**src/sv/stq_pkg.sv**
```systemverilog
// Shared types and constants for the sorted timer queue.
`timescale 1ns / 1ps
package stq_pkg;

  localparam int ID_W      = 5;
  localparam int FUNC_W    = 3;
  localparam int KIND_W    = 2;
  localparam int STAT_W    = 2;
  localparam int IN_TIME_W = 32;
  localparam int DELAY_W   = 32;

  // command codes
  localparam logic [FUNC_W-1:0] FN_REGISTER = 3'd0;
  localparam logic [FUNC_W-1:0] FN_DELETE   = 3'd1;
  localparam logic [FUNC_W-1:0] FN_SCHEDULE = 3'd2;
  localparam logic [FUNC_W-1:0] FN_QUERY    = 3'd3;
  localparam logic [FUNC_W-1:0] FN_TICK     = 3'd4;

  // result kinds
  localparam logic [KIND_W-1:0] KIND_REPLY   = 2'd0;
  localparam logic [KIND_W-1:0] KIND_EXPIRE  = 2'd1;
  localparam logic [KIND_W-1:0] KIND_PROGRAM = 2'd2;

  // reply status
  localparam logic [STAT_W-1:0] ST_OK      = 2'd0;
  localparam logic [STAT_W-1:0] ST_UNKNOWN = 2'd1;
  localparam logic [STAT_W-1:0] ST_DUP     = 2'd2;

  // datapath micro-operations issued by the controller
  typedef enum logic [4:0] {
    OP_NONE,
    OP_LOAD,
    OP_REG_ADD,
    OP_RD_IDX,
    OP_NEXT,
    OP_SET_AUX1,
    OP_SHL_RD,
    OP_SHL_WR,
    OP_SHL_DONE,
    OP_CLEAR_K,
    OP_SCHED_SET,
    OP_SET_POS,
    OP_SHR_RD,
    OP_SHR_WR,
    OP_INS_WR,
    OP_TICK_SET,
    OP_RD_HEAD,
    OP_RD_SECOND,
    OP_EMIT_EXP,
    OP_EMIT_REQ,
    OP_CLR_PROG,
    OP_EMIT_REPLY
  } dp_op_t;

  typedef enum logic [4:0] {
    S_IDLE,
    S_DISPATCH,
    S_FIND_RD,
    S_FIND_CHK,
    S_SHL_CHK,
    S_SHL_WR,
    S_AFTER_SHL,
    S_INS_CHK,
    S_INS_TST,
    S_SHR_CHK,
    S_SHR_WR,
    S_TICK_CHK,
    S_TICK_TST,
    S_HEAD,
    S_HEAD_TST,
    S_SEC_RD,
    S_SEC_CLR,
    S_REPLY
  } ctrl_state_t;

  typedef struct packed {
    logic              out_free;
    logic              cnt_zero;
    logic              cnt_gt1;
    logic              full;
    logic              idx_at_end;
    logic              shl_more;
    logic              shr_more;
    logic              rd_match;
    logic              ins_here;
    logic              expired;
    logic              head_prog;
    logic              id_ok;
    logic              known;
    logic [FUNC_W-1:0] func;
  } dp_stat_t;

endpackage

```
**src/sv/stq_ifs.sv**
```systemverilog
// Valid/ready channel interfaces for commands and results.
`timescale 1ns / 1ps
interface stq_in_if import stq_pkg::*; ();
  logic                 valid;
  logic                 ready;
  logic [FUNC_W-1:0]    func;
  logic [ID_W-1:0]      timer_id;
  logic [IN_TIME_W-1:0] deadline;
  logic [IN_TIME_W-1:0] now;
  modport source(output valid, func, timer_id, deadline, now, input ready);
  modport sink(input valid, func, timer_id, deadline, now, output ready);
endinterface

interface stq_out_if import stq_pkg::*; ();
  logic               valid;
  logic               ready;
  logic [KIND_W-1:0]  kind;
  logic [ID_W-1:0]    out_id;
  logic [STAT_W-1:0]  status;
  logic               was_armed;
  logic               is_pending;
  logic               is_registered;
  logic [DELAY_W-1:0] delay;
  logic               last;
  modport source(output valid, kind, out_id, status, was_armed, is_pending,
                 is_registered, delay, last, input ready);
  modport sink(input valid, kind, out_id, status, was_armed, is_pending,
               is_registered, delay, last, output ready);
endinterface

```
**src/sv/sorted_timer_queue.sv**
```systemverilog
// Top level of the sorted timer queue: controller plus datapath.
`timescale 1ns / 1ps
//
//  channel  dir  handshake          payload
//  in_ch    in   valid/ready        func, timer_id, deadline, now
//  out_ch   out  valid/ready        kind, out_id, status, was_armed,
//                                   is_pending, is_registered, delay, last
//
// One command transaction is taken at a time; in_ch.ready is high only while
// the controller is idle. Register, query and unknown commands go straight to
// the reply; delete walks the list to the timer's slot and shifts the rest left;
// schedule adds a scan for the insert position and a shift right; tick emits an
// expiry per expired entry, then compacts the survivors. Schedule and tick then
// check the head; a program request with a successor behind it also clears the
// successor's program flag. The list memory does one read and one write per cycle.
// Reset is synchronous and needs no clearing pass; the flag vectors clear at once.
// A stalled out_ch holds the controller in place; nothing is dropped.
module sorted_timer_queue import stq_pkg::*; #(
  parameter int NUM_TIMERS = 32,
  parameter int TIME_BITS  = 32
) (
  input logic      clk,
  input logic      rst_n,
  stq_in_if.sink   in_ch,
  stq_out_if.source out_ch
);

  dp_op_t   op;
  dp_stat_t stat;

  // sequencer: one micro-op per cycle into the datapath
  stq_ctrl u_ctrl (
    .clk      (clk),
    .rst_n    (rst_n),
    .in_valid (in_ch.valid),
    .in_ready (in_ch.ready),
    .stat     (stat),
    .op       (op)
  );

  // list memory, flags and result register
  stq_dp #(
    .NUM_TIMERS (NUM_TIMERS),
    .TIME_BITS  (TIME_BITS)
  ) u_dp (
    .clk               (clk),
    .rst_n             (rst_n),
    .op                (op),
    .stat              (stat),
    .in_func           (in_ch.func),
    .in_timer_id       (in_ch.timer_id),
    .in_deadline       (in_ch.deadline),
    .in_now            (in_ch.now),
    .out_ready         (out_ch.ready),
    .out_valid         (out_ch.valid),
    .out_kind          (out_ch.kind),
    .out_id            (out_ch.out_id),
    .out_status        (out_ch.status),
    .out_was_armed     (out_ch.was_armed),
    .out_is_pending    (out_ch.is_pending),
    .out_is_registered (out_ch.is_registered),
    .out_delay         (out_ch.delay),
    .out_last          (out_ch.last)
  );

endmodule

```
**src/sv/stq_dp.sv**
```systemverilog
// Datapath: ordered list memory, timer flags, walk counters and result register.
`timescale 1ns / 1ps
module stq_dp import stq_pkg::*; #(
  parameter int NUM_TIMERS = 32,
  parameter int TIME_BITS  = 32
) (
  input  logic                 clk,
  input  logic                 rst_n,
  input  dp_op_t               op,
  output dp_stat_t             stat,
  input  logic [FUNC_W-1:0]    in_func,
  input  logic [ID_W-1:0]      in_timer_id,
  input  logic [IN_TIME_W-1:0] in_deadline,
  input  logic [IN_TIME_W-1:0] in_now,
  input  logic                 out_ready,
  output logic                 out_valid,
  output logic [KIND_W-1:0]    out_kind,
  output logic [ID_W-1:0]      out_id,
  output logic [STAT_W-1:0]    out_status,
  output logic                 out_was_armed,
  output logic                 out_is_pending,
  output logic                 out_is_registered,
  output logic [DELAY_W-1:0]   out_delay,
  output logic                 out_last
);

  localparam int IW = (NUM_TIMERS > 1) ? $clog2(NUM_TIMERS) : 1;
  localparam int CW = $clog2(NUM_TIMERS + 1);

  typedef logic [TIME_BITS-1:0] tm_t;
  localparam tm_t TM_ONES = '1;

  // list memory: id and deadline side by side, one entry per list slot
  logic [ID_W-1:0] mem_id [NUM_TIMERS];
  tm_t             mem_dl [NUM_TIMERS];
  logic [ID_W-1:0] rd_id_r;
  tm_t             rd_dl_r;

  logic [FUNC_W-1:0] func_r;
  logic [ID_W-1:0]   id_r;
  tm_t               dl_r;
  tm_t               now_r;
  logic [CW-1:0]     cnt_r, idx_r, aux_r;

  logic [NUM_TIMERS-1:0] reg_f_r, pend_f_r, prog_f_r, arm_f_r;

  logic [STAT_W-1:0] status_r;
  logic              armed_r, pend_r, regq_r;

  logic               out_valid_r;
  logic [KIND_W-1:0]  kind_r;
  logic [ID_W-1:0]    oid_r;
  logic [STAT_W-1:0]  ostat_r;
  logic               oarm_r, opend_r, oreg_r, olast_r;
  logic [DELAY_W-1:0] odelay_r;

  logic [IW-1:0] k, rk, in_k, rd_addr, wr_addr;
  logic          id_ok, known, in_ok, in_known;
  logic [CW:0]   sum;
  logic [CW-1:0] idx_m1;
  logic          rd_en, wr_en;
  logic [ID_W-1:0] wr_id;
  tm_t           wr_dl;
  tm_t           diff;
  logic          out_free;
  logic [STAT_W-1:0] ld_status;
  logic          ld_armed, ld_pend, ld_regq;

  assign k        = IW'(id_r);
  assign rk       = IW'(rd_id_r);
  assign in_k     = IW'(in_timer_id);
  assign id_ok    = 9'(id_r) < 9'(NUM_TIMERS);
  assign known    = id_ok && reg_f_r[k];
  assign in_ok    = 9'(in_timer_id) < 9'(NUM_TIMERS);
  assign in_known = in_ok && reg_f_r[in_k];
  assign sum      = {1'b0, idx_r} + {1'b0, aux_r};
  assign idx_m1   = idx_r - CW'(1);
  assign diff     = (rd_dl_r > now_r) ? (rd_dl_r - now_r) : '0;
  assign out_free = !out_valid_r || out_ready;

  always_comb begin
    rd_en   = 1'b0;
    rd_addr = '0;
    wr_en   = 1'b0;
    wr_addr = idx_r[IW-1:0];
    wr_id   = rd_id_r;
    wr_dl   = rd_dl_r;
    case (op)
      OP_RD_IDX: begin
        rd_en   = 1'b1;
        rd_addr = idx_r[IW-1:0];
      end
      OP_SHL_RD: begin
        rd_en   = 1'b1;
        rd_addr = sum[IW-1:0];
      end
      OP_SHR_RD: begin
        rd_en   = 1'b1;
        rd_addr = idx_m1[IW-1:0];
      end
      OP_RD_HEAD: begin
        rd_en   = 1'b1;
      end
      OP_RD_SECOND: begin
        rd_en   = 1'b1;
        rd_addr = IW'(1);
      end
      OP_REG_ADD: begin
        wr_en   = 1'b1;
        wr_addr = cnt_r[IW-1:0];
        wr_id   = id_r;
        wr_dl   = TM_ONES;
      end
      OP_SHL_WR, OP_SHR_WR: begin
        wr_en   = 1'b1;
      end
      OP_INS_WR: begin
        wr_en   = 1'b1;
        wr_id   = id_r;
        wr_dl   = dl_r;
      end
      default: begin
      end
    endcase
  end

  always_ff @(posedge clk) begin
    if (wr_en) begin
      mem_id[wr_addr] <= wr_id;
      mem_dl[wr_addr] <= wr_dl;
    end
    if (rd_en) begin
      rd_id_r <= mem_id[rd_addr];
      rd_dl_r <= mem_dl[rd_addr];
    end
  end

  // reply fields decided from the incoming command
  always_comb begin
    ld_status = ST_OK;
    ld_armed  = 1'b0;
    ld_pend   = 1'b0;
    ld_regq   = 1'b0;
    case (in_func)
      FN_REGISTER: begin
        if (!in_ok) begin
          ld_status = ST_UNKNOWN;
        end else if (in_known) begin
          ld_status = ST_DUP;
        end
      end
      FN_DELETE, FN_SCHEDULE: begin
        if (!in_known) begin
          ld_status = ST_UNKNOWN;
        end else begin
          ld_armed = arm_f_r[in_k];
        end
      end
      FN_QUERY: begin
        if (!in_known) begin
          ld_status = ST_UNKNOWN;
        end else begin
          ld_pend = pend_f_r[in_k];
          ld_regq = 1'b1;
        end
      end
      default: begin
      end
    endcase
  end

  // captured command and its reply fields
  always_ff @(posedge clk) begin
    if (op == OP_LOAD) begin
      func_r   <= in_func;
      id_r     <= in_timer_id;
      dl_r     <= TIME_BITS'(in_deadline);
      now_r    <= TIME_BITS'(in_now);
      status_r <= ld_status;
      armed_r  <= ld_armed;
      pend_r   <= ld_pend;
      regq_r   <= ld_regq;
    end
  end

  // list count, walk index and shift amount / insert position
  always_ff @(posedge clk) begin
    if (!rst_n) begin
      cnt_r <= '0;
      idx_r <= '0;
      aux_r <= '0;
    end else begin
      case (op)
        OP_LOAD: begin
          idx_r <= '0;
          aux_r <= '0;
        end
        OP_REG_ADD, OP_INS_WR: cnt_r <= cnt_r + CW'(1);
        OP_NEXT, OP_SHL_WR, OP_EMIT_EXP: idx_r <= idx_r + CW'(1);
        OP_SET_AUX1: aux_r <= CW'(1);
        OP_SHL_DONE: cnt_r <= cnt_r - aux_r;
        OP_SCHED_SET: idx_r <= '0;
        OP_SET_POS: begin
          aux_r <= idx_r;
          idx_r <= cnt_r;
        end
        OP_SHR_WR: idx_r <= idx_m1;
        OP_TICK_SET: begin
          aux_r <= idx_r;
          idx_r <= '0;
        end
        default: begin
        end
      endcase
    end
  end

  // per-timer flags; a timer that is not registered reads as reset
  always_ff @(posedge clk) begin
    if (!rst_n) begin
      reg_f_r  <= '0;
      pend_f_r <= '0;
      prog_f_r <= '0;
      arm_f_r  <= '0;
    end else begin
      case (op)
        OP_REG_ADD: begin
          reg_f_r[k]  <= 1'b1;
          pend_f_r[k] <= 1'b0;
          prog_f_r[k] <= 1'b0;
          arm_f_r[k]  <= 1'b0;
        end
        OP_CLEAR_K: begin
          reg_f_r[k]  <= 1'b0;
          pend_f_r[k] <= 1'b0;
          prog_f_r[k] <= 1'b0;
          arm_f_r[k]  <= 1'b0;
        end
        OP_SCHED_SET: begin
          pend_f_r[k] <= 1'b1;
          prog_f_r[k] <= 1'b0;
          arm_f_r[k]  <= (dl_r != TM_ONES);
        end
        OP_EMIT_EXP: begin
          reg_f_r[rk]  <= 1'b0;
          pend_f_r[rk] <= 1'b0;
          prog_f_r[rk] <= 1'b0;
          arm_f_r[rk]  <= 1'b0;
        end
        OP_EMIT_REQ: prog_f_r[rk] <= 1'b1;
        OP_CLR_PROG: prog_f_r[rk] <= 1'b0;
        default: begin
        end
      endcase
    end
  end

  // result register
  always_ff @(posedge clk) begin
    if (!rst_n) begin
      out_valid_r <= 1'b0;
    end else if (op == OP_EMIT_EXP || op == OP_EMIT_REQ || op == OP_EMIT_REPLY) begin
      out_valid_r <= 1'b1;
    end else if (out_ready) begin
      out_valid_r <= 1'b0;
    end
  end

  always_ff @(posedge clk) begin
    case (op)
      OP_EMIT_EXP, OP_EMIT_REQ: begin
        kind_r   <= (op == OP_EMIT_EXP) ? KIND_EXPIRE : KIND_PROGRAM;
        oid_r    <= rd_id_r;
        ostat_r  <= ST_OK;
        oarm_r   <= 1'b0;
        opend_r  <= 1'b0;
        oreg_r   <= 1'b0;
        odelay_r <= (op == OP_EMIT_REQ) ? DELAY_W'(diff) : '0;
        olast_r  <= 1'b0;
      end
      OP_EMIT_REPLY: begin
        kind_r   <= KIND_REPLY;
        oid_r    <= '0;
        ostat_r  <= status_r;
        oarm_r   <= armed_r;
        opend_r  <= pend_r;
        oreg_r   <= regq_r;
        odelay_r <= '0;
        olast_r  <= 1'b1;
      end
      default: begin
      end
    endcase
  end

  assign out_valid         = out_valid_r;
  assign out_kind          = kind_r;
  assign out_id            = oid_r;
  assign out_status        = ostat_r;
  assign out_was_armed     = oarm_r;
  assign out_is_pending    = opend_r;
  assign out_is_registered = oreg_r;
  assign out_delay         = odelay_r;
  assign out_last          = olast_r;

  always_comb begin
    stat.out_free   = out_free;
    stat.cnt_zero   = (cnt_r == '0);
    stat.cnt_gt1    = (cnt_r > CW'(1));
    stat.full       = (cnt_r == CW'(NUM_TIMERS));
    stat.idx_at_end = (idx_r == cnt_r);
    stat.shl_more   = (aux_r != '0) && (sum < {1'b0, cnt_r});
    stat.shr_more   = (idx_r > aux_r);
    stat.rd_match   = (rd_id_r == id_r);
    stat.ins_here   = (dl_r <= rd_dl_r);
    stat.expired    = (rd_dl_r <= now_r);
    stat.head_prog  = prog_f_r[rk];
    stat.id_ok      = id_ok;
    stat.known      = known;
    stat.func       = func_r;
  end

  a_cnt_range: assert property (@(posedge clk) disable iff (!rst_n)
    cnt_r <= CW'(NUM_TIMERS)) else $error("list count beyond capacity");
  a_pend_reg: assert property (@(posedge clk) disable iff (!rst_n)
    (pend_f_r & ~reg_f_r) == '0) else $error("pending timer not registered");
  a_prog_reg: assert property (@(posedge clk) disable iff (!rst_n)
    (prog_f_r & ~reg_f_r) == '0) else $error("programmed timer not registered");
  a_arm_pend: assert property (@(posedge clk) disable iff (!rst_n)
    (arm_f_r & ~pend_f_r) == '0) else $error("armed timer not pending");

endmodule

```
**src/sv/stq_ctrl.sv**
```systemverilog
// Controller: sequences list walks, shifts and result emission per command.
`timescale 1ns / 1ps
module stq_ctrl import stq_pkg::*; (
  input  logic     clk,
  input  logic     rst_n,
  input  logic     in_valid,
  output logic     in_ready,
  input  dp_stat_t stat,
  output dp_op_t   op
);

  ctrl_state_t state_r, state_nxt;

  always_ff @(posedge clk) begin
    if (!rst_n) begin
      state_r <= S_IDLE;
    end else begin
      state_r <= state_nxt;
    end
  end

  always_comb begin
    state_nxt = state_r;
    case (state_r)
      S_IDLE: if (in_valid) state_nxt = S_DISPATCH;
      S_DISPATCH: begin
        case (stat.func)
          FN_DELETE, FN_SCHEDULE: state_nxt = stat.known ? S_FIND_RD : S_REPLY;
          FN_TICK: state_nxt = S_TICK_CHK;
          default: state_nxt = S_REPLY;
        endcase
      end
      S_FIND_RD:  state_nxt = S_FIND_CHK;
      S_FIND_CHK: state_nxt = stat.rd_match ? S_SHL_CHK : S_FIND_RD;
      S_SHL_CHK:  state_nxt = stat.shl_more ? S_SHL_WR : S_AFTER_SHL;
      S_SHL_WR:   state_nxt = S_SHL_CHK;
      S_AFTER_SHL: begin
        case (stat.func)
          FN_SCHEDULE: state_nxt = S_INS_CHK;
          FN_TICK:     state_nxt = S_HEAD;
          default:     state_nxt = S_REPLY;
        endcase
      end
      S_INS_CHK:  state_nxt = stat.idx_at_end ? S_SHR_CHK : S_INS_TST;
      S_INS_TST:  state_nxt = stat.ins_here ? S_SHR_CHK : S_INS_CHK;
      S_SHR_CHK:  state_nxt = stat.shr_more ? S_SHR_WR : S_HEAD;
      S_SHR_WR:   state_nxt = S_SHR_CHK;
      S_TICK_CHK: state_nxt = stat.idx_at_end ? S_SHL_CHK : S_TICK_TST;
      S_TICK_TST: begin
        if (!stat.expired) begin
          state_nxt = S_SHL_CHK;
        end else if (stat.out_free) begin
          state_nxt = S_TICK_CHK;
        end
      end
      S_HEAD:     state_nxt = stat.cnt_zero ? S_REPLY : S_HEAD_TST;
      S_HEAD_TST: begin
        if (stat.head_prog) begin
          state_nxt = S_REPLY;
        end else if (stat.out_free) begin
          state_nxt = stat.cnt_gt1 ? S_SEC_RD : S_REPLY;
        end
      end
      S_SEC_RD:   state_nxt = S_SEC_CLR;
      S_SEC_CLR:  state_nxt = S_REPLY;
      S_REPLY:    if (stat.out_free) state_nxt = S_IDLE;
      default:    state_nxt = S_IDLE;
    endcase
  end

  always_comb begin
    op       = OP_NONE;
    in_ready = 1'b0;
    case (state_r)
      S_IDLE: begin
        in_ready = 1'b1;
        if (in_valid) op = OP_LOAD;
      end
      S_DISPATCH: begin
        if (stat.func == FN_REGISTER && stat.id_ok && !stat.known && !stat.full) begin
          op = OP_REG_ADD;
        end
      end
      S_FIND_RD:  op = OP_RD_IDX;
      S_FIND_CHK: op = stat.rd_match ? OP_SET_AUX1 : OP_NEXT;
      S_SHL_CHK:  op = stat.shl_more ? OP_SHL_RD : OP_SHL_DONE;
      S_SHL_WR:   op = OP_SHL_WR;
      S_AFTER_SHL: begin
        if (stat.func == FN_DELETE) begin
          op = OP_CLEAR_K;
        end else if (stat.func == FN_SCHEDULE) begin
          op = OP_SCHED_SET;
        end
      end
      S_INS_CHK:  op = stat.idx_at_end ? OP_SET_POS : OP_RD_IDX;
      S_INS_TST:  op = stat.ins_here ? OP_SET_POS : OP_NEXT;
      S_SHR_CHK:  op = stat.shr_more ? OP_SHR_RD : OP_INS_WR;
      S_SHR_WR:   op = OP_SHR_WR;
      S_TICK_CHK: op = stat.idx_at_end ? OP_TICK_SET : OP_RD_IDX;
      S_TICK_TST: begin
        if (!stat.expired) begin
          op = OP_TICK_SET;
        end else if (stat.out_free) begin
          op = OP_EMIT_EXP;
        end
      end
      S_HEAD:     if (!stat.cnt_zero) op = OP_RD_HEAD;
      S_HEAD_TST: if (!stat.head_prog && stat.out_free) op = OP_EMIT_REQ;
      S_SEC_RD:   op = OP_RD_SECOND;
      S_SEC_CLR:  op = OP_CLR_PROG;
      S_REPLY:    if (stat.out_free) op = OP_EMIT_REPLY;
      default:    op = OP_NONE;
    endcase
  end

  a_emit_free: assert property (@(posedge clk) disable iff (!rst_n)
    (op == OP_EMIT_EXP || op == OP_EMIT_REQ || op == OP_EMIT_REPLY) |-> stat.out_free)
    else $error("result issued into a full output register");
  a_reply_idle: assert property (@(posedge clk) disable iff (!rst_n)
    (op == OP_EMIT_REPLY) |=> state_r == S_IDLE)
    else $error("command not finished after its reply");
  a_load_idle: assert property (@(posedge clk) disable iff (!rst_n)
    (op == OP_LOAD) |-> state_r == S_IDLE)
    else $error("command loaded while busy");

endmodule

```
**src/flat_wrapper.sv**
```systemverilog
// flat-port wrapper written by rule: the top's interface ports become plain ports
module sorted_timer_queue_flat import stq_pkg::*;
#(
  parameter int NUM_TIMERS = 32,
  parameter int TIME_BITS  = 32
)
  (clk, rst_n, in_ch_valid, in_ch_func, in_ch_timer_id, in_ch_deadline, in_ch_now, in_ch_ready, out_ch_valid, out_ch_kind, out_ch_out_id, out_ch_status, out_ch_was_armed, out_ch_is_pending, out_ch_is_registered, out_ch_delay, out_ch_last, out_ch_ready);
  stq_in_if in_ch_i ();
  stq_out_if out_ch_i ();
  input logic clk;
  input logic rst_n;
  input wire logic [$bits(in_ch_i.valid)-1:0] in_ch_valid;
  input wire logic [$bits(in_ch_i.func)-1:0] in_ch_func;
  input wire logic [$bits(in_ch_i.timer_id)-1:0] in_ch_timer_id;
  input wire logic [$bits(in_ch_i.deadline)-1:0] in_ch_deadline;
  input wire logic [$bits(in_ch_i.now)-1:0] in_ch_now;
  output wire logic [$bits(in_ch_i.ready)-1:0] in_ch_ready;
  output wire logic [$bits(out_ch_i.valid)-1:0] out_ch_valid;
  output wire logic [$bits(out_ch_i.kind)-1:0] out_ch_kind;
  output wire logic [$bits(out_ch_i.out_id)-1:0] out_ch_out_id;
  output wire logic [$bits(out_ch_i.status)-1:0] out_ch_status;
  output wire logic [$bits(out_ch_i.was_armed)-1:0] out_ch_was_armed;
  output wire logic [$bits(out_ch_i.is_pending)-1:0] out_ch_is_pending;
  output wire logic [$bits(out_ch_i.is_registered)-1:0] out_ch_is_registered;
  output wire logic [$bits(out_ch_i.delay)-1:0] out_ch_delay;
  output wire logic [$bits(out_ch_i.last)-1:0] out_ch_last;
  input wire logic [$bits(out_ch_i.ready)-1:0] out_ch_ready;
  assign in_ch_i.valid = in_ch_valid;
  assign in_ch_i.func = in_ch_func;
  assign in_ch_i.timer_id = in_ch_timer_id;
  assign in_ch_i.deadline = in_ch_deadline;
  assign in_ch_i.now = in_ch_now;
  assign in_ch_ready = in_ch_i.ready;
  assign out_ch_valid = out_ch_i.valid;
  assign out_ch_kind = out_ch_i.kind;
  assign out_ch_out_id = out_ch_i.out_id;
  assign out_ch_status = out_ch_i.status;
  assign out_ch_was_armed = out_ch_i.was_armed;
  assign out_ch_is_pending = out_ch_i.is_pending;
  assign out_ch_is_registered = out_ch_i.is_registered;
  assign out_ch_delay = out_ch_i.delay;
  assign out_ch_last = out_ch_i.last;
  assign out_ch_i.ready = out_ch_ready;
  sorted_timer_queue #(.NUM_TIMERS(NUM_TIMERS), .TIME_BITS(TIME_BITS)) u_core (.clk(clk), .rst_n(rst_n), .in_ch(in_ch_i), .out_ch(out_ch_i));
endmodule
```
**config.mk**
```make
export PLATFORM = sky130hd
export DESIGN_NAME = sorted_timer_queue_flat
export DESIGN_NICKNAME = d
export VERILOG_FILES = /design/src/sv/stq_pkg.sv /design/src/sv/stq_ifs.sv /design/src/sv/sorted_timer_queue.sv /design/src/sv/stq_dp.sv /design/src/sv/stq_ctrl.sv /design/src/flat_wrapper.sv
export SDC_FILE = /design/constraint.sdc
export NUM_CORES = 2
export LEC_CHECK = 0
export BUFFER_PORTS_ARGS = -buffer_cell sky130_fd_sc_hd__buf_4
export CORE_ASPECT_RATIO = 1.5
export CORE_MARGIN = 5
export CORE_UTILIZATION = 56
export CTS_BUF_LIST = sky130_fd_sc_hd__clkbuf_4
export CTS_CLUSTER_SIZE = 28
export DETAILED_ROUTE_END_ITERATION = 8
export PLACE_DENSITY = 0.72
export SLEW_MARGIN = 10
export SYNTH_ARGS = -nofsm -noshare
export SYNTH_HDL_FRONTEND = slang
export SYNTH_SLANG_ARGS = --single-unit
```
**constraint.sdc**
```tcl
create_clock -name clk -period 11.2 [get_ports clk]
set_input_delay 2.24 -clock clk [delete_from_list [all_inputs] [get_ports clk]]
set_output_delay 2.24 -clock clk [all_outputs]
set_load 0.02 [all_outputs]
```
# ---- After elaboration in Yosys (flattened, before gate mapping)
# Memory sizes are Yosys's and may differ from the RTL's. A register that Yosys moved wholly into a read port is not among the register bits.
# Index checks and enable logic that the tools add are counted.
dict set report totals {
  ram_bits 1184
  inputBits 76
  mem_count 2
  reg_bits 274
  output_inout_bits 47
}
dict set report op_classes {
  order_cmp 11
  add_sub_neg 6
  n_mux 82
  n_eq_ne 52
  reduce_logical 42
  n_bitwise 13
}
# name words word_bits rd rd_clocked_by_memory_dff wr line
set mem_list {}
lappend mem_list {u_core.u_dp.mem_dl 32 32 1 1 1 stq_dp.sv:35} ;# tm_t mem_dl [NUM_TIMERS];
lappend mem_list {u_core.u_dp.mem_id 32 5 1 1 1 stq_dp.sv:34} ;# logic [ID_W-1:0] mem_id [NUM_TIMERS];
# cell n
set op_table {}
lappend op_table {{32-bit one-hot mux with 3 select lines} 4}
lappend op_table {{32-bit bitwise AND} 8}
lappend op_table {{5-bit one-hot mux with 18 select lines} 2}
lappend op_table {{32-bit one-hot mux with 2 select lines} 2}
lappend op_table {{32-bit bitwise OR} 3}
lappend op_table {{5-bit by 4-bit == test with 1-bit output (second input constant)} 16}
lappend op_table {{5-bit 2-to-1 mux} 16}
lappend op_table {{32-bit <= comparator} 2}
lappend op_table {{32-bit 2-to-1 mux} 2}
lappend op_table {{32-bit inverter} 2}
lappend op_table {{5-bit by 3-bit == test with 1-bit output (second input constant)} 8}
lappend op_table {{5-bit == test (second input constant)} 8}
lappend op_table {{32-bit bitwise mux} 1}
lappend op_table {{32-bit > comparator} 1}
lappend op_table {{4-bit 2-to-1 mux} 8}
lappend op_table {{32-bit != test (second input constant)} 1}
lappend op_table {{32-bit subtractor} 1}
lappend op_table {{5-bit one-hot mux with 2 select lines} 3}
lappend op_table {{1-bit binary-select mux with 5-bit select} 5}
lappend op_table {{6-bit one-hot mux with 4 select lines} 1}
lappend op_table {{5-bit by 2-bit == test with 1-bit output (second input constant)} 4}
lappend op_table {{5-bit one-hot mux with 4 select lines} 1}
lappend op_table {{1-bit 2-to-1 mux} 19}
lappend op_table {{5-bit by 6-bit less-than comparator with 1-bit output (second input constant)} 3}
lappend op_table {{other kinds (40)} 85}

# ---- Depth between registers and ports, before layout
dict set report depth {
  word_depth 12
  mapped_depth 28
  mapped_depth_nobuf 26
}

# ---- Modules after synthesis
# A second synthesis with hierarchy kept.
dict set report hier_totals {
  cells_unflattened 5264
  area_unflattened_um2 64833.4
}
# mod cells_each area_each_um2 instances
set modules_own_cells {}
lappend modules_own_cells {stq_dp 5110 63792.4 1}
lappend modules_own_cells {stq_ctrl 154 1041.0 1}

# ---- Worst setup path after synthesis
# No wires, ideal clock.
dict set report synth_path {
  path_type {in2reg}
  startpoint {in in_ch_valid}
  endpoint {reg u_core.u_dp.rd_dl_r[10] (read register of u_core.u_dp.mem_dl), data pin}
  t_arrival_ns 7.497
  cell_stages 12
  required_ns 10.933
  slack_ns 3.436
  cell_sequence {nor3b_2 > nor2_1 > and4b_1 > o211ai_2 > buf_4 > a31o_2 > buf_2 > buf_2 > mux4_2 > o2111a_1 > a31oi_1 > o211ai_1}
}
dict set report synth_via {
  elab_chain_cells 5
}
# item line
set synth_lines {}
lappend synth_lines {{from (decl)} flat_wrapper.sv:12} ;# input wire logic [$bits(in_ch_i.valid)-1:0] in_ch_valid;
lappend synth_lines {{1-bit 2-to-1 mux *} stq_ctrl.sv:77} ;# if (in_valid) op = OP_LOAD;
lappend synth_lines {{5-bit one-hot mux with 18 select lines *} stq_ctrl.sv:74} ;# case (state_r)
lappend synth_lines {{5-bit == test (tied with other cells)} stq_dp.sv:88} ;# case (op)
lappend synth_lines {{5-bit OR reduction (no source line)} -}
lappend synth_lines {{1-bit 2-to-1 mux} stq_dp.sv:88}
lappend synth_lines {{to (decl)} stq_dp.sv:37} ;# tm_t rd_dl_r;
# Every way passes the cells marked *; elsewhere a longest branch is shown, timed or not.
# A chain may end at the register's enable or synchronous reset.

# ---- Worst setup path in the final report
dict set report layout_path {
  startpoint {reg u_core.u_dp.idx_r[0]}
  endpoint {reg u_core.u_dp.rd_dl_r[29] (read register of u_core.u_dp.mem_dl), data pin}
}
dict set report layout_via {
  elab_chain_cells 8
}
# item line
set layout_lines {}
lappend layout_lines {{from (decl)} stq_dp.sv:43} ;# logic [CW-1:0] cnt_r, idx_r, aux_r;
lappend layout_lines {{from (signal assigned)} stq_dp.sv:199} ;# OP_NEXT, OP_SHL_WR, OP_EMIT_EXP: idx_r <= idx_r + CW'(1);
lappend layout_lines {{from (signal assigned)} stq_dp.sv:205} ;# idx_r <= cnt_r;
lappend layout_lines {{from (signal assigned)} stq_dp.sv:207} ;# OP_SHR_WR: idx_r <= idx_m1;
lappend layout_lines {{6-bit by 6-bit adder with 7-bit output} stq_dp.sv:76} ;# assign sum = {1'b0, idx_r} + {1'b0, aux_r};
lappend layout_lines {{7-bit by 6-bit less-than comparator with 1-bit output} stq_dp.sv:312} ;# stat.shl_more = (aux_r != '0) && (sum < {1'b0, cnt_r});
lappend layout_lines {{1-bit logical AND} stq_dp.sv:312}
lappend layout_lines {{4-bit 2-to-1 mux} stq_ctrl.sv:86} ;# S_SHL_CHK: op = stat.shl_more ? OP_SHL_RD : OP_SHL_DONE;
lappend layout_lines {{5-bit one-hot mux with 18 select lines} stq_ctrl.sv:74}
lappend layout_lines {{5-bit == test (tied with other cells)} stq_dp.sv:88}
lappend layout_lines {{5-bit OR reduction (no source line)} -}
lappend layout_lines {{1-bit 2-to-1 mux} stq_dp.sv:88}
# Several ways; a longest one is shown, not always the timed one.

==> run summary <==
## Status
* finished with violations — outcome
* design-rule violations — violated checks

## Cells and area
* 1343 x edfxtp_1, 1108 x nand2_1, 492 x clkbuf_4, 369 x nand3_1, 273 x nor2_1 — leading cell types in the layout, fill and taps excluded
* 10.5% — area added between synthesis and finish
* 5732 — net total in the final layout
* edfxtp_1 — most common cell after layout, fill and taps aside
* 71700 sq um — Post-Layout Inst Area
* 16.3% — share of cells above drive strength 1
* 9025 — Filler cells

## Timing
* 1220 ps — Worst Max-Slew Pin Slew
* 7630 ps — post-layout minimum cycle time
* 0 ps — Final TNS setup
* no — setup repair after global routing missed its margin
* 18.2% — slew margin rel.
* 94.8 ps — maximum clock skew at final layout
* 131 MHz — maximum clock rate
* 0 — number of failing setup endpoints in the final timing report
* 0 — Fin. Hold Viols
* 0 — number of pins exceeding their max-slew limit in the final report
* 68.2% — ratio of final minimum period to clock period

## Pwr
* 0.000116 V — Max VDD drop
* 34.7% — clock network fraction of design power
* 3.27 mW — Net Sw Power
* 8.84 mW — internal power
* 11.8% — proportion of power drawn by combinational gates
* 25.2 nW — leakage power summed over all cells
* 27.0% — Switching Fraction
* 169 nW/um^2 — power per cell area
* 53.5% — portion of total power attributed to sequential cells

## Worst hold path
* u_core.u_dp.pend_f_r[15] — Min-Delay Startpoint
* flop to flop — Tightest Hold Check Type

## Flow run
* 0 — MaxCap Viol Count

## Placed design
* 0.945 — placer's final routability congestion estimate
* 67500 sq um — cell area after placement
* 114000 microns — post-DP HPWL
* 122 — number of port buffers

## Route
* 0 — Final ANT Viol Nets
* 5633 — detailed router's first-iteration violation count
* 200000 microns — WL final
* 6 — drt drc
* 46878 — Vias
* 6.37 — mean number of vias per cell
* 27.2 microns — average routed wire per standard cell
* 9 — Detailed Routing Iterations Pass 1

## Clocking
* 0 — Gates resized, CTS repair
* 70 ps — clock transition time at the flip-flop clock pins of the worst setup and hold paths
* 1300 ps — Skew-Pair Late Insertion Delay
* 352 — number of clock buffers inserted by TritonCTS
* clkbuf_4 — clock tree root buffer cell
* 0 — setup bufs post-CTS
* 5 — H-tree lvl count
* done — CTS tree
* 4 — Clock Path Buffers
* 0 — number of buffers added to fix hold violations after cts
* 1495 — number of sinks handled by clock tree synthesis

## Yosys
* 12.2 sq um — Avg Cell Area, Syn
* edfxtp_1 — top cell type by total area after synthesis
* 0 — synth warn
* 5312 — synthesized netlist cell count
* 62.2% — top cell type's share of synthesized area
* 1343 — EDFF count, synth
* edfxtp_1 — leading register cell type out of synthesis
* 5479 — syn nets
* 1495 — synthesis-stage register bit count
* 66.8% — sequential fraction of the synthesis area
* edfxtp_1 62%, nand2_1 6.4%, dfxtp_1 4.7%, nand3_1 2.9%, mux4_2 2.2% — top cells by area in the synthesized netlist
* 83 — number of distinct library cell variants in the gate-level netlist after synthesis
* 0% — Synth async-reset ratio
* 64900 sq um — netlist area before placement

## Die
* 123000 sq um — Die ar.
* 123 — number of placed I/O pins
* 56.1% — effective utilization at floorplan
* 427 microns — die boundary height
* 153 — number of rows in the core area
* 288 microns — Die X
* 116000 sq um — floorplan core area

## Global routing
* 0 — final global-route overflow total
* 32.1% — overall global routing resource usage
* 5 — number of antenna violations at the first check in global routing
* 46130 — number of global-route vias before repair
* 180 — largest net degree at the start of global routing
* 291000 microns — global-route wire length before repair

## Critical path
* u_core.u_dp.idx_r[0] — launch point of the worst reg-to-reg path
* 179 — critical-path maximum fanout
* u_core.u_dp.idx_r[0] — Crit. Startpoint
* 8630 ps — arrival time of the worst setup path
* flop — Worst setup SP type
* flop — Crit. End Element
* flop to flop — type of the worst setup path
* 12200 ps — required time at the worst-slack endpoint

[layer usage]
metal  wire length, microns  vias to the layer above  GRT usage [%]
met5                     27                        -              0
met4                  16100                        4           22.4
met3                  19400                      750           6.64
met2                  97200                     2952           53.1
met1                  67700                    22754           37.4
li1                       -                    20418              -
[power groups by stage]
stage	Sequential (mW)	Combinational [mW]	Clock [mW]
global route	6.47	1.54	4.57
finish	6.47	1.43	4.21
global placement	6.59	1.38	0
detailed placement	6.59	1.40	0
floorplan	6.51	0.946	0
CTS	6.46	1.41	4.27
[critical path: stages (launching register included)]
cell and delay [ps]:
dfxtp_1 490, ha_1 320, fa_1 390, nor2b_1 170
nor2_1 100, nor2_1 50, nor2_1 110, xor2_1 210
ha_1 280, a21o_1 170, a32oi_1 140, nand4_1 200
nor4_2 700, nor2_1 180, nand4_1 390, o22ai_1 230
a31oi_4 620, buf_12 590, buf_4 570, mux4_2 580
o2111a_1 250, a31oi_1 150, o211ai_1 120
[stage by stage]
stage	hold WS (ps)	setup slack, ps	power (mW)	utilization (%)	cells
finish	460	3570	12.1	62.0	7362
global placement	433	3900	7.97	58.4	6761
CTS	460	3790	12.1	62.0	7356
detailed placement	450	3810	7.99	58.4	6761
global route	471	3260	12.6	62.0	7362
floorplan	422	3440	7.46	-	5312
[final timing paths]
check / slack [ps] / endpoint / cells past startpoint
setup reg to reg: 3570 / u_core.u_dp.rd_dl_r[29] / 22
hold reg to reg: 460 / u_core.u_dp.pend_f_r[15] / 2
setup / recovery: 3570 / u_core.u_dp.rd_dl_r[29] / 22
hold / removal: 460 / u_core.u_dp.pend_f_r[15] / 2
[cell type report]
class                      instances  area, sq um  share of cell area, %
antenna                            6         15.0                 0.0209
clock buffer                     492         3690                   5.15
clock inverter                   103          493                  0.687
inverter                         104          390                  0.544
multi-input combinational       3368        19900                   27.7
sequential                      1495        43400                   60.5
tap                             1550         1940                   2.70
timing repair buffer             244         1930                   2.69
[cell usage after synthesis, drive strengths merged, types with 7 or more instances]
master / count
o22ai: 10
a211oi: 74
a221oi: 9
nand2: 1109
buf: 164
o221ai: 14
mux4: 62
nor3b: 13
o21a: 8
o21ai: 198
or2: 14
nand4: 29
and3: 132
o2111a: 22
o211a: 7
mux2i: 76
a21o: 36
o211ai: 66
nor2: 311
and2: 41
ha: 88
nor3: 66
or3: 11
o221a: 30
nand3: 370
nor4: 16
dfxtp: 152
nor2b: 26
xnor2: 29
nand2b: 30
clkbuf: 181
a21oi: 185
a32oi: 7
a31oi: 124
xor2: 19
a311oi: 27
o32ai: 27
edfxtp: 1343
inv: 104
o2111ai: 20
[registers in the layout, indices dropped and copies added (netlist names), 32 cells and up]
register	cells
u_core.u_dp.arm_f_r	32
u_core.u_dp.reg_f_r	32
u_core.u_dp.rd_dl_r	32
u_core.u_dp.dl_r	32
u_core.u_dp.pend_f_r	32
u_core.u_dp.now_r	32
u_core.u_dp.mem_id	160
u_core.u_dp.out_delay	32
u_core.u_dp.mem_dl	1024
u_core.u_dp.prog_f_r	32
[kinds of logic after synthesis]
group | after synthesis | share of synthesized area, %
adder cells (fa/ha/maj) | 91 | 1.79
multiplexers | 144 | 3.43
AND/OR/NAND/NOR | 2185 | 14.9
flip-flops | 1495 | 66.8
buffers and inverters | 449 | 3.06
AO/OA/AOI/OAI | 900 | 9.31
XOR/XNOR | 48 | 0.648
Note: power is estimated with default switching activity, not from simulation.
